### config.mk
export PLATFORM = sky130hd
export DESIGN_NAME = cascaded_heading_rate_pid_core
export DESIGN_NICKNAME = d
export VERILOG_FILES = /design/src/hw/rtl/chrp_pkg.sv /design/src/hw/rtl/cascaded_heading_rate_pid_core.sv
export SDC_FILE = /design/constraint.sdc
export NUM_CORES = 2
export LEC_CHECK = 0
export BUFFER_PORTS_ARGS = -buffer_cell sky130_fd_sc_hd__buf_2
export CORE_AREA = 2 2 502 504
export CTS_BUF_LIST = sky130_fd_sc_hd__clkbuf_16
export DETAILED_ROUTE_END_ITERATION = 8
export DIE_AREA = 0 0 504 506
export PLACE_DENSITY = 0.51
export SYNTH_ARGS = -nofsm -noshare
export SYNTH_HDL_FRONTEND = slang
export SYNTH_SLANG_ARGS = --single-unit
### constraint.sdc
create_clock -name i_clk -period 16.7 [get_ports i_clk]
set_input_delay 3.34 -clock i_clk [delete_from_list [all_inputs] [get_ports i_clk]]
set_output_delay 3.34 -clock i_clk [all_outputs]
set_load 0.02 [all_outputs]
### src/hw/rtl/chrp_pkg.sv
// Package for the cascaded heading and rate controller.
// Holds the sequencer state type, fixed-point constants and saturation helpers.
// Depends on nothing else.
`timescale 1ns / 1ps

package chrp_pkg;

    // Sequencer states. Each compute state may hand one product to the serial multiplier.
    typedef enum logic [4:0] {
        S_IDLE, S_UNW, S_OERR, S_OERR2, S_OCHK, S_OP, S_OD, S_OI, S_OSUM,
        S_SEL, S_IERR, S_IP, S_ID, S_II, S_IFF, S_F1, S_F2, S_OUT, S_MUL
    } t_state;

    // Configuration register indexes.
    localparam logic [2:0] REG_OUTER_KP    = 3'd0;
    localparam logic [2:0] REG_OUTER_KI    = 3'd1;
    localparam logic [2:0] REG_OUTER_KD    = 3'd2;
    localparam logic [2:0] REG_OUTER_LIMIT = 3'd3;
    localparam logic [2:0] REG_INNER_KP    = 3'd4;
    localparam logic [2:0] REG_INNER_KI    = 3'd5;
    localparam logic [2:0] REG_INNER_KD    = 3'd6;
    localparam logic [2:0] REG_INNER_LIMIT = 3'd7;

    // Q16.16 constants.
    localparam int PI_Q16       = 205887;
    localparam int TWO_PI_Q16   = 411775;
    localparam int DEADBAND_Q16 = 655;
    localparam int LPF_IN_COEF  = 42820;
    localparam int LPF_FB_COEF  = 22716;

    // Saturate a wide signed value to the signed 32-bit range.
    function automatic logic signed [31:0] sat32(input logic signed [49:0] x);
        logic signed [49:0] hi;
        logic signed [49:0] lo;
        hi = 50'sh7FFF_FFFF;
        lo = -50'sh8000_0000;
        if (x > hi) begin
            sat32 = 32'sh7FFF_FFFF;
        end else if (x < lo) begin
            sat32 = 32'sh8000_0000;
        end else begin
            sat32 = x[31:0];
        end
    endfunction

    // Clamp a wide signed value to plus or minus a 31-bit limit.
    function automatic logic signed [31:0] clamp_sym(input logic signed [49:0] x,
                                                     input logic [30:0] lim);
        logic signed [49:0] l;
        l = signed'(50'(lim));
        if (x > l) begin
            clamp_sym = 32'(l);
        end else if (x < -l) begin
            clamp_sym = 32'(-l);
        end else begin
            clamp_sym = x[31:0];
        end
    endfunction

endpackage

### src/hw/rtl/cascaded_heading_rate_pid_core.sv
// Cascaded heading and yaw-rate controller, one tick per request.
// Uses chrp_pkg for the state type, constants and saturation functions.
`timescale 1ns / 1ps

// Usage
// Input channel: i_in_valid with o_in_stall; a request is taken at an edge where
// i_in_valid is high and o_in_stall is low. o_in_stall is high while a tick is
// being worked on. Output channel: o_out_valid with i_out_stall; the result
// register holds its value while the receiver stalls, and a new request is taken
// while a finished result still waits there.
// Configuration: i_cfg_valid with o_cfg_ready (always high), index and data.
// Write gains and limits only while the block is idle.
// Timing: all products go through one bit-serial 32x32 multiplier (one gain bit
// per cycle). A tick needs 10 products, or 7 when the angle error lies in the
// deadband, plus states for adds and saturation. The next request is taken on
// return to idle, so a new request waits until the previous tick is finished.
// If the receiver stalls while an earlier result still waits, the block waits
// in its output state before loading the output register.
// Reset (synchronous, active low) clears all gains, limits and loop state.
module cascaded_heading_rate_pid_core #(
    parameter int FEEDFORWARD_GAIN_Q16 = 0
) (
    input  logic               i_clk,
    input  logic               i_rst_n,
    input  logic               i_in_valid,
    output logic               o_in_stall,
    input  logic signed [18:0] i_heading_angle,
    input  logic signed [31:0] i_gyro_rate,
    input  logic signed [31:0] i_target_angle,
    input  logic signed [31:0] i_target_shift,
    input  logic               i_acro_mode,
    input  logic signed [31:0] i_manual_rate,
    output logic               o_out_valid,
    input  logic               i_out_stall,
    output logic signed [31:0] o_drive_output,
    output logic signed [31:0] o_rate_target,
    output logic signed [31:0] o_unwrapped_angle,
    output logic               o_reference_captured,
    input  logic               i_cfg_valid,
    output logic               o_cfg_ready,
    input  logic [2:0]         i_cfg_index,
    input  logic [31:0]        i_cfg_data
);

    chrp_pkg::t_state r_st, n_st, r_ret, n_ret;

    // Configuration registers.
    logic [31:0] r_okp, r_oki, r_okd, r_ikp, r_iki, r_ikd;
    logic [30:0] r_olim, r_ilim;

    // Loop state.
    logic signed [7:0]  r_tc, n_tc;
    logic signed [18:0] r_prev_angle, n_prev_angle;
    logic signed [31:0] r_oprev, n_oprev, r_ointeg, n_ointeg, r_oout, n_oout;
    logic signed [31:0] r_iprev, n_iprev, r_iinteg, n_iinteg, r_fo, n_fo;
    logic               r_was, n_was;
    logic               r_ov, n_ov;

    // Latched request.
    logic signed [18:0] r_angle;
    logic signed [31:0] r_gyro, r_tgt, r_shift, r_manual;
    logic               r_acro;

    // Working registers.
    logic signed [31:0] r_unw, n_unw, r_ts, n_ts, r_oerr, n_oerr, r_p, n_p, r_d, n_d;
    logic signed [31:0] r_rref, n_rref, r_ierr, n_ierr;
    logic signed [48:0] r_facc, n_facc;
    logic               r_cap, n_cap, load_out;

    // Serial multiplier: gain bits shift out one per cycle.
    logic [31:0]        r_mp, n_mp;
    logic signed [31:0] r_mc, n_mc;
    logic signed [32:0] r_ah, n_ah;
    logic [31:0]        r_al, n_al;
    logic [4:0]         r_cnt, n_cnt;
    logic               mul_go;
    logic [31:0]        mul_g;
    logic signed [31:0] mul_v;
    logic signed [33:0] mul_sum;
    logic signed [63:0] w_prod;
    logic signed [31:0] w_gm;

    // Output register.
    logic signed [31:0] r_o_drive, r_o_rref, r_o_unw;
    logic               r_o_cap;

    // Scratch values.
    logic signed [19:0] delta;
    logic signed [31:0] dd, ierr_c, vi_c;
    logic signed [49:0] wide;
    logic               dead;

    assign o_in_stall           = (r_st != chrp_pkg::S_IDLE);
    assign o_out_valid          = r_ov;
    assign o_cfg_ready          = 1'b1;
    assign o_drive_output       = r_o_drive;
    assign o_rate_target        = r_o_rref;
    assign o_unwrapped_angle    = r_o_unw;
    assign o_reference_captured = r_o_cap;

    assign mul_sum = 34'(r_ah) + (r_mp[0] ? 34'(r_mc) : 34'sd0);
    assign w_prod  = signed'({r_ah[31:0], r_al});
    assign w_gm    = chrp_pkg::sat32(50'(signed'(w_prod[63:16])));

    // Sequencer: next state, loop state updates and multiplier requests.
    always_comb begin
        n_st = r_st; n_ret = r_ret;
        n_tc = r_tc; n_prev_angle = r_prev_angle;
        n_oprev = r_oprev; n_ointeg = r_ointeg; n_oout = r_oout;
        n_iprev = r_iprev; n_iinteg = r_iinteg; n_fo = r_fo; n_was = r_was;
        n_unw = r_unw; n_ts = r_ts; n_oerr = r_oerr; n_p = r_p; n_d = r_d;
        n_rref = r_rref; n_ierr = r_ierr; n_facc = r_facc; n_cap = r_cap;
        n_mp = r_mp; n_mc = r_mc; n_ah = r_ah; n_al = r_al; n_cnt = r_cnt;
        mul_go = 1'b0; mul_g = '0; mul_v = '0;
        load_out = 1'b0;
        n_ov = r_ov && i_out_stall;
        delta = 20'(r_angle) - 20'(r_prev_angle);
        dead = 1'b0;
        dd = '0; ierr_c = '0; vi_c = '0; wide = '0;
        case (r_st)
            chrp_pkg::S_IDLE: begin
                if (i_in_valid) begin
                    n_st = chrp_pkg::S_UNW;
                end
            end
            chrp_pkg::S_UNW: begin
                if (delta < -20'sd205887) begin
                    if (r_tc != 8'sd127) n_tc = r_tc + 8'sd1;
                end else if (delta > 20'sd205887) begin
                    if (r_tc != -8'sd128) n_tc = r_tc - 8'sd1;
                end
                n_prev_angle = r_angle;
                mul_go = 1'b1; mul_g = 32'(chrp_pkg::TWO_PI_Q16); mul_v = 32'(n_tc);
                n_ret = chrp_pkg::S_OERR;
            end
            chrp_pkg::S_OERR: begin
                n_unw = chrp_pkg::sat32(50'(w_prod) + 50'(r_angle));
                n_ts  = chrp_pkg::sat32(50'(r_tgt) - 50'(r_shift));
                n_st  = chrp_pkg::S_OERR2;
            end
            chrp_pkg::S_OERR2: begin
                n_oerr = chrp_pkg::sat32(50'(r_ts) - 50'(r_unw));
                n_st   = chrp_pkg::S_OCHK;
            end
            chrp_pkg::S_OCHK: begin
                dead = (r_oerr >= -32'(chrp_pkg::DEADBAND_Q16))
                    && (r_oerr <= 32'(chrp_pkg::DEADBAND_Q16));
                if (dead) begin
                    n_oprev = r_oerr;
                    n_st = chrp_pkg::S_SEL;
                end else begin
                    mul_go = 1'b1; mul_g = r_okp; mul_v = r_oerr;
                    n_ret = chrp_pkg::S_OP;
                end
            end
            chrp_pkg::S_OP: begin
                n_p = w_gm;
                dd = chrp_pkg::sat32(50'(r_oerr) - 50'(r_oprev));
                mul_go = 1'b1; mul_g = r_okd; mul_v = dd;
                n_ret = chrp_pkg::S_OD;
            end
            chrp_pkg::S_OD: begin
                n_d = w_gm;
                mul_go = 1'b1; mul_g = r_oki; mul_v = r_oerr;
                n_ret = chrp_pkg::S_OI;
            end
            chrp_pkg::S_OI: begin
                n_ointeg = chrp_pkg::sat32(50'(r_ointeg) + 50'(w_gm));
                n_st = chrp_pkg::S_OSUM;
            end
            chrp_pkg::S_OSUM: begin
                wide = 50'(r_p) + 50'(r_ointeg) + 50'(r_d);
                n_oout = chrp_pkg::clamp_sym(wide, r_olim);
                n_oprev = r_oerr;
                n_st = chrp_pkg::S_SEL;
            end
            chrp_pkg::S_SEL: begin
                n_cap = 1'b0;
                if (!r_acro) begin
                    if (r_was) begin
                        n_oout = '0; n_tc = '0; n_was = 1'b0; n_cap = 1'b1;
                        n_rref = '0;
                    end else begin
                        n_rref = r_oout;
                    end
                end else begin
                    wide = (-50'(r_manual)) >>> 1;
                    n_rref = chrp_pkg::sat32(wide);
                    n_was = 1'b1;
                end
                n_st = chrp_pkg::S_IERR;
            end
            chrp_pkg::S_IERR: begin
                ierr_c = chrp_pkg::sat32(50'(r_rref) - 50'(r_gyro));
                n_ierr = ierr_c;
                mul_go = 1'b1; mul_g = r_ikp; mul_v = ierr_c;
                n_ret = chrp_pkg::S_IP;
            end
            chrp_pkg::S_IP: begin
                n_p = w_gm;
                dd = chrp_pkg::sat32(50'(r_ierr) - 50'(r_iprev));
                mul_go = 1'b1; mul_g = r_ikd; mul_v = dd;
                n_ret = chrp_pkg::S_ID;
            end
            chrp_pkg::S_ID: begin
                n_d = w_gm;
                mul_go = 1'b1; mul_g = r_iki; mul_v = r_ierr;
                n_ret = chrp_pkg::S_II;
            end
            chrp_pkg::S_II: begin
                n_iinteg = chrp_pkg::sat32(50'(r_iinteg) + 50'(w_gm));
                mul_go = 1'b1; mul_g = 32'(FEEDFORWARD_GAIN_Q16); mul_v = r_rref;
                n_ret = chrp_pkg::S_IFF;
            end
            chrp_pkg::S_IFF: begin
                wide = 50'(r_p) + 50'(r_iinteg) + 50'(r_d) + 50'(w_gm);
                vi_c = chrp_pkg::sat32(wide);
                n_iprev = r_ierr;
                mul_go = 1'b1; mul_g = 32'(chrp_pkg::LPF_IN_COEF); mul_v = vi_c;
                n_ret = chrp_pkg::S_F1;
            end
            chrp_pkg::S_F1: begin
                n_facc = 49'(w_prod);
                mul_go = 1'b1; mul_g = 32'(chrp_pkg::LPF_FB_COEF); mul_v = r_fo;
                n_ret = chrp_pkg::S_F2;
            end
            chrp_pkg::S_F2: begin
                wide = (50'(r_facc) + 50'(w_prod)) >>> 16;
                n_fo = chrp_pkg::sat32(wide);
                n_st = chrp_pkg::S_OUT;
            end
            chrp_pkg::S_OUT: begin
                if (!r_ov || !i_out_stall) begin
                    load_out = 1'b1;
                    n_ov = 1'b1;
                    n_st = chrp_pkg::S_IDLE;
                end
            end
            chrp_pkg::S_MUL: begin
                n_ah  = mul_sum[33:1];
                n_al  = {mul_sum[0], r_al[31:1]};
                n_mp  = {1'b0, r_mp[31:1]};
                n_cnt = r_cnt + 5'd1;
                if (r_cnt == 5'd31) begin
                    n_st = r_ret;
                end
            end
            default: begin
                n_st = chrp_pkg::S_IDLE;
            end
        endcase
        // Start a product: clear the accumulator and load the operands.
        if (mul_go) begin
            n_mp = mul_g; n_mc = mul_v; n_ah = '0; n_al = '0; n_cnt = '0;
            n_st = chrp_pkg::S_MUL;
        end
    end

    // Control, configuration and loop state registers.
    always_ff @(posedge i_clk) begin
        if (!i_rst_n) begin
            r_st <= chrp_pkg::S_IDLE; r_ret <= chrp_pkg::S_IDLE;
            r_okp <= '0; r_oki <= '0; r_okd <= '0; r_olim <= '0;
            r_ikp <= '0; r_iki <= '0; r_ikd <= '0; r_ilim <= '0;
            r_tc <= '0; r_prev_angle <= '0; r_oprev <= '0; r_ointeg <= '0;
            r_oout <= '0; r_iprev <= '0; r_iinteg <= '0; r_fo <= '0;
            r_was <= 1'b0; r_ov <= 1'b0;
        end else begin
            r_st <= n_st; r_ret <= n_ret;
            r_tc <= n_tc; r_prev_angle <= n_prev_angle; r_oprev <= n_oprev;
            r_ointeg <= n_ointeg; r_oout <= n_oout; r_iprev <= n_iprev;
            r_iinteg <= n_iinteg; r_fo <= n_fo; r_was <= n_was; r_ov <= n_ov;
            if (i_cfg_valid) begin
                case (i_cfg_index)
                    chrp_pkg::REG_OUTER_KP:    r_okp  <= i_cfg_data;
                    chrp_pkg::REG_OUTER_KI:    r_oki  <= i_cfg_data;
                    chrp_pkg::REG_OUTER_KD:    r_okd  <= i_cfg_data;
                    chrp_pkg::REG_OUTER_LIMIT: r_olim <= i_cfg_data[30:0];
                    chrp_pkg::REG_INNER_KP:    r_ikp  <= i_cfg_data;
                    chrp_pkg::REG_INNER_KI:    r_iki  <= i_cfg_data;
                    chrp_pkg::REG_INNER_KD:    r_ikd  <= i_cfg_data;
                    chrp_pkg::REG_INNER_LIMIT: r_ilim <= i_cfg_data[30:0];
                    default: ;
                endcase
            end
        end
    end

    // Payload and working registers.
    always_ff @(posedge i_clk) begin
        if (r_st == chrp_pkg::S_IDLE && i_in_valid) begin
            r_angle <= i_heading_angle; r_gyro <= i_gyro_rate;
            r_tgt <= i_target_angle; r_shift <= i_target_shift;
            r_acro <= i_acro_mode; r_manual <= i_manual_rate;
        end
        r_unw <= n_unw; r_ts <= n_ts; r_oerr <= n_oerr; r_p <= n_p; r_d <= n_d;
        r_rref <= n_rref; r_ierr <= n_ierr; r_facc <= n_facc; r_cap <= n_cap;
        r_mp <= n_mp; r_mc <= n_mc; r_ah <= n_ah; r_al <= n_al; r_cnt <= n_cnt;
        if (load_out) begin
            r_o_drive <= chrp_pkg::clamp_sym(50'(r_fo), r_ilim);
            r_o_rref  <= r_rref;
            r_o_unw   <= r_unw;
            r_o_cap   <= r_cap;
        end
    end

endmodule

# Word-level counts from Yosys, hierarchy flattened
# Cells that the tools add are included.
[totals]
out_inout_bits = 100
inputBits = 188
reg_bits = 1138
elab_cells = 235
[classes]
n_eq_ne = 40
mux = 61
bitwise = 2
n_addsub = 22
n_reduce_logical = 32
n_lt_le_gt_ge = 32
[ops]
columns = ["op", "count"]
rows = [
  ["2-to-1 mux 32 bit", 32],
  ["one-hot mux 32 bit (10 select lines)", 1],
  ["one-hot mux 32 bit (9 select lines)", 1],
  ["> comparator 33 x 32 -> 1 bit (second input constant)", 7],
  ["< comparator 33 x 32 -> 1 bit (second input constant)", 7],
  ["subtractor 32 x 32 -> 33 bit", 5],
  ["adder 32 x 32 -> 33 bit", 4],
  ["one-hot mux 32 bit (2 select lines)", 2],
  ["negator 31 -> 50 bit", 2],
  ["adder 33 x 32 -> 34 bit", 2],
  ["one-hot mux 5 bit (11 select lines)", 1],
  ["adder 49 x 50 -> 50 bit", 1],
  ["adder 50 x 19 -> 50 bit", 1],
  ["> comparator 50 x 32 -> 1 bit (second input constant)", 1],
  ["< comparator 32 x 50 -> 1 bit", 1],
  ["< comparator 34 x 50 -> 1 bit", 1],
  ["< comparator 50 x 32 -> 1 bit (second input constant)", 1],
  ["negator 32 -> 50 bit", 1],
  ["one-hot mux 5 bit (10 select lines)", 1],
  ["> comparator 49 x 32 -> 1 bit (second input constant)", 1],
  ["< comparator 49 x 32 -> 1 bit (second input constant)", 1],
  ["> comparator 48 x 32 -> 1 bit (second input constant)", 1],
  ["< comparator 48 x 32 -> 1 bit (second input constant)", 1],
  ["2-to-1 mux 8 bit", 6],
  ["48 further kinds", 107],
]

# Longest topological paths before layout
[depth]
depth_word = 8
mapped_depth = 27
ltp_nobuf = 25

# Worst setup path after synthesis
# OpenSTA, ideal clock, no wires.
[synth_path]
kind = "input port to flip-flop"
startpoint = "input i_out_stall"
endpoint = "register r_o_drive[0] (netlist: o_drive_output[0]) (enable)"
setup_ns = 0.585
n_path_buf = 0
setup_slack_ns = 8.192
required_time_ns = 16.115
t_arrival_ns = 7.923
cell_stages = 1
path_cell_list = "a21oi_1"
[synth_via]
elab_chain_cells = 4
[synth_lines]
columns = ["element", "line", "text"]
rows = [
  ["start: declaration", "cascaded_heading_rate_pid_core.sv:34", "input logic i_out_stall,"],
  ["zero test 1 bit", "cascaded_heading_rate_pid_core.sv:233", "if (!r_ov || !i_out_stall) begin"],
  ["logical OR 1 bit", "cascaded_heading_rate_pid_core.sv:233", ""],
  ["2-to-1 mux 1 bit", "cascaded_heading_rate_pid_core.sv:233", ""],
  ["2-to-1 mux 1 bit", "cascaded_heading_rate_pid_core.sv:120", "case (r_st)"],
  ["end signal: assignment", "cascaded_heading_rate_pid_core.sv:300", "r_o_drive <= chrp_pkg::clamp_sym(50'(r_fo), r_ilim);"],
  ["end: declaration", "cascaded_heading_rate_pid_core.sv:84", "logic signed [31:0] r_o_drive, r_o_rref, r_o_unw;"],
]
# No other way between the ends.
# A chain may end at the register's enable or synchronous reset.

# Final worst setup path
[layout_path]
startpoint = "register r_p[1]"
endpoint = "register r_oout[25]"
[layout_via]
elab_chain_cells = 6
word_cells_on_any_way = 7
cone_classes = "add/sub (2); order compare (2); mux (3)"
[layout_lines]
columns = ["element", "line", "text"]
rows = [
  ["start: declaration", "cascaded_heading_rate_pid_core.sv:65", "logic signed [31:0] r_unw, n_unw, r_ts, n_ts, r_oerr, n_oerr, r_p, n_p, r_d, n_d;"],
  ["start signal: assignment", "cascaded_heading_rate_pid_core.sv:296", "r_unw <= n_unw; r_ts <= n_ts; r_oerr <= n_oerr; r_p <= n_p; r_d <= n_d;"],
  ["adder 32 x 32 -> 33 bit *", "cascaded_heading_rate_pid_core.sv:172", "wide = 50'(r_p) + 50'(r_ointeg) + 50'(r_d);"],
  ["adder 33 x 32 -> 34 bit *", "cascaded_heading_rate_pid_core.sv:172", ""],
  ["< comparator 34 x 50 -> 1 bit", "chrp_pkg.sv:53", "end else if (x < -l) begin"],
  ["2-to-1 mux 32 bit", "chrp_pkg.sv:53", ""],
  ["2-to-1 mux 32 bit *", "chrp_pkg.sv:51", "if (x > l) begin"],
  ["one-hot mux 32 bit (2 select lines) *", "cascaded_heading_rate_pid_core.sv:120", ""],
  ["end signal: assignment", "cascaded_heading_rate_pid_core.sv:271", "r_ointeg <= n_ointeg; r_oout <= n_oout; r_iprev <= n_iprev;"],
  ["end: declaration", "cascaded_heading_rate_pid_core.sv:54", "logic signed [31:0] r_oprev, n_oprev, r_ointeg, n_ointeg, r_oout, n_oout;"],
]
# Mark *: on every way between the ends. The rest lies on a longest branch, timed or not.

==> impl_metrics.yaml <==
grt:
  use_met1: 0.3005
  grt_max_degree: 222
  grt_overflow: 0
  grt_pass1_wl_mm: 422.0
  grtUsageMet2: 0.3469
  track_usage: 0.2197
  grt_antenna_before_repair: 20
  met3_usage: 0.03151
  grt_busiest_layer: "met2"
  grt_pass1_vias: 61840
power_and_ir_drop:
  p_int_mw: 8.594
  switchingPower_mw: 7.813
  sw_frac_of_total: 0.4762
  powerDensity_nw_per_um2: 194.3
  p_clk_frac: 0.190
  combPwrFrac: 0.570
  power_frac_seq: 0.240
  ir_drop_mv: 0.2213
  p_leak_nw: 34.04
logic_synthesis:
  synth-async-reset-ratio: 0
  synth_flop_cell: "edfxtp_1"
  synth_fp_nets: 9269
  netlist_area_um2: 74400
  netlist.area_leader.share: 0.2353
  synth.top_cells.by_count: "nand2_1, a21oi_1, ha_1, edfxtp_1, dfxtp_1"
  synthCells: 8370
  ys_types: 95
  post-synth-top-area-cell: "edfxtp_1"
  yosys_warnings: 0
  synth.area.top_cells: "edfxtp_1, dfxtp_1, ha_1, a21oi_1, nand2_1"
  syn_area_per_cell_um2: 8.889
  synth_edf_count: 583
  seq_area_frac_synth: 0.3846
  synth_most_common_cell: "nand2_1"
  yosys_register_bits: 1138
placed_design:
  place.port_buffers: 286
  hpwl_mm: 218.8
  gp_congestion: 0.9456
sta:
  fin_crit_ns: 7.380
  setup_viol: 0
  finClkSkew_ns: 0.09041
  fmax_mhz: 135.5
  rsz0062_at_grt: "false"
  finalCritPeriodShare: 0.4419
  finalMaxSlewViolations: 0
  max_slew.worst_pin.slew_ns: 1.175
  setup_tns_ns: 0
  relSlewSlack: 0.2009
  hold_viol: 0
layout:
  final_layout_size_suffix_gt1_frac: 0.08659
  multi_input_area_um2: 42490
  nets: 9428
  layout.area.seq_um2: 28620
  fillers: 25880
  largest_reg_flops: 49
  reg_top3: "r_facc: 49 flops, r_ah: 33 flops"
  final_util: 0.3377
  regMostFlops: "r_facc"
  area_growth_syn_to_layout_pct: 13.49
detailed_routing:
  drc: 0
  vias_per_cell: 5.434
  drtAntennaViolNets: 0
  routed_wl_mm: 291.4
  drt_pass1_iterations: 7
  wl_per_cell_um: 24.26
  drt_iter0_drc: 6522
  vias: 65260
cts:
  clock_latency_ns: 0.84
  h-tree-depth: 4
  hold_buffers: 0
  cts_made_buffers: 141
  clk_path_buf_depth: 3
  numClockSinks: 1138
  cts_root_buffer: "clkbuf_16"
  clk_pin_slew_worst_paths_ns: 0.06
  cts_tree: "built"
  post_cts_buffers: 0
  post_cts_resized: 0
min_path:
  min_path_cells: 2
  worst_hold_path_type: "flip-flop to flip-flop"
critical_path:
  r2r_cells: 26
  setup.worst_path.start_class: "flip-flop"
  critPathRequiredTime_ns: 17.41
  path_class: "flip-flop to flip-flop"
  crit_arrival_ns: 8.09
  endpoint_kind: "flip-flop"
  path_max_fanout: 44
die:
  start_util: 0.2976
  die_x_um: 504
  rows: 184
  core_um2: 250000
  die_h_um: 506
  die-area_um2: 255000
  io_pins: 288
outcome:
  status: "finished clean"
flow_run:
  drv_cap: 0
[kinds of logic after synthesis]
logic type | count (synthesis) | share of synthesized area
and+or+nand+nor | 2488 | 0.1536
buffers and inverters | 928 | 0.04764
AOI/OAI and AO/OA | 2577 | 0.2196
adders and majority gates | 738 | 0.1341
xor gates and xnor gates | 426 | 0.05015
muxes | 74 | 0.01031
other | 1 | 0.00005040
DFF | 1138 | 0.3846
[routing by layer]
metal | share of wire | routed length (µm) | vias up
met2 | 0.44 | 129400 | 2418
li1 | - | - | 30610
met5 | 0.000096 | 28 | -
met4 | 0.044 | 12740 | 6
met1 | 0.45 | 129700 | 31760
met3 | 0.067 | 19440 | 470
[cell usage in the layout (no fill, tap or decap), drive strengths merged, types with 27 or more instances in the layout]
cell type	synthesis	routed
nand2	1130	1130
a21oi	958	958
ha	604	604
edfxtp	583	583
inv	526	571
dfxtp	555	555
o21ai	492	492
buf	36	418
nor2	407	407
a21o	327	327
xnor2	286	286
nor3	194	194
nand3	171	171
clkbuf	366	146
xor2	140	140
fa	107	107
nand4	101	101
nor2b	84	84
o21a	79	79
nand2b	77	77
o21bai	74	74
and2	72	72
a211oi	62	62
clkinv	0	59
nor4	58	58
a221o	57	57
mux2i	53	53
o211ai	51	51
and3	51	51
a31oi	48	48
a22oi	46	46
a222oi	44	44
or3	41	41
o31ai	40	40
a221oi	35	35
a21boi	31	31
or2	30	30
maj3	27	27
[power by group through the flow]
| stage | registers (mW) | clock network (mW) | logic [mW] |
|---|---|---|---|
| 2_1_floorplan | 3.87 | 0 | 6.17 |
| 3_3_place_gp | 3.99 | 0 | 9.22 |
| 3_5_place_dp | 3.98 | 0 | 9.27 |
| 4_1_cts | 3.93 | 3.19 | 9.33 |
| 5_1_grt | 3.96 | 3.28 | 10.2 |
| 6_report | 3.94 | 3.12 | 9.35 |
[path summary, 6_finish.rpt]
kind                                 from  slack (ns)         end
worst min register to register  r_oki[12]        0.45   r_oki[12]
worst min-delay path            r_oki[12]        0.45   r_oki[12]
worst max register to register     r_p[1]        9.32  r_oout[25]
worst max-delay path               r_p[1]        9.32  r_oout[25]
[final cells by class]
type / instances / area share
Antenna cell: 12 / 0.0003556
Clock buffer: 146 / 0.04327
Clock inverter: 118 / 0.01234
Inverter: 526 / 0.02347
Multi-Input combinational cell: 6304 / 0.5032
Sequential cell: 1138 / 0.3389
Tap cell: 3348 / 0.04961
Timing Repair Buffer: 418 / 0.02884
[per-stage QoR]
step / instance area [µm²] / worst slack, ns / cells / power [mW] / hold WS [ns]
CTS: 84410 / 9.379 / 12000 / 16.45 / 0.4542
global placement: 79710 / 9.344 / 11730 / 13.21 / 0.4386
detailed placement: 79710 / 9.419 / 11730 / 13.25 / 0.4461
finish: 84440 / 9.320 / 12010 / 16.41 / 0.4531
global route: 84410 / 8.808 / 12000 / 17.40 / 0.4692
floorplan: 74400 / 8.192 / 8370 / 10.04 / 0.4003
[critical path, cell delays in order (launching register included)]
cell and delay, ns:
edfxtp_1 0.43, fa_1 0.48, ha_1 0.26, fa_1 0.43
a211oi_1 0.31, o21ai_0 0.22, nand2_1 0.21, o31ai_1 0.13
a41o_1 0.29, and4_1 0.26, o21a_1 0.24, o31ai_2 0.21
buf_4 0.28, ha_1 0.28, a21o_1 0.19, nand3_1 0.08
a21oi_1 0.06, a2111oi_0 0.35, nor3_1 0.11, a2111oi_0 0.59
mux2i_1 0.36, a21o_1 0.12, buf_4 0.44, mux2_2 0.40
mux2i_1 0.18, nand3_1 0.11, a31o_1 0.22
(Power assumes the default switching activity.)
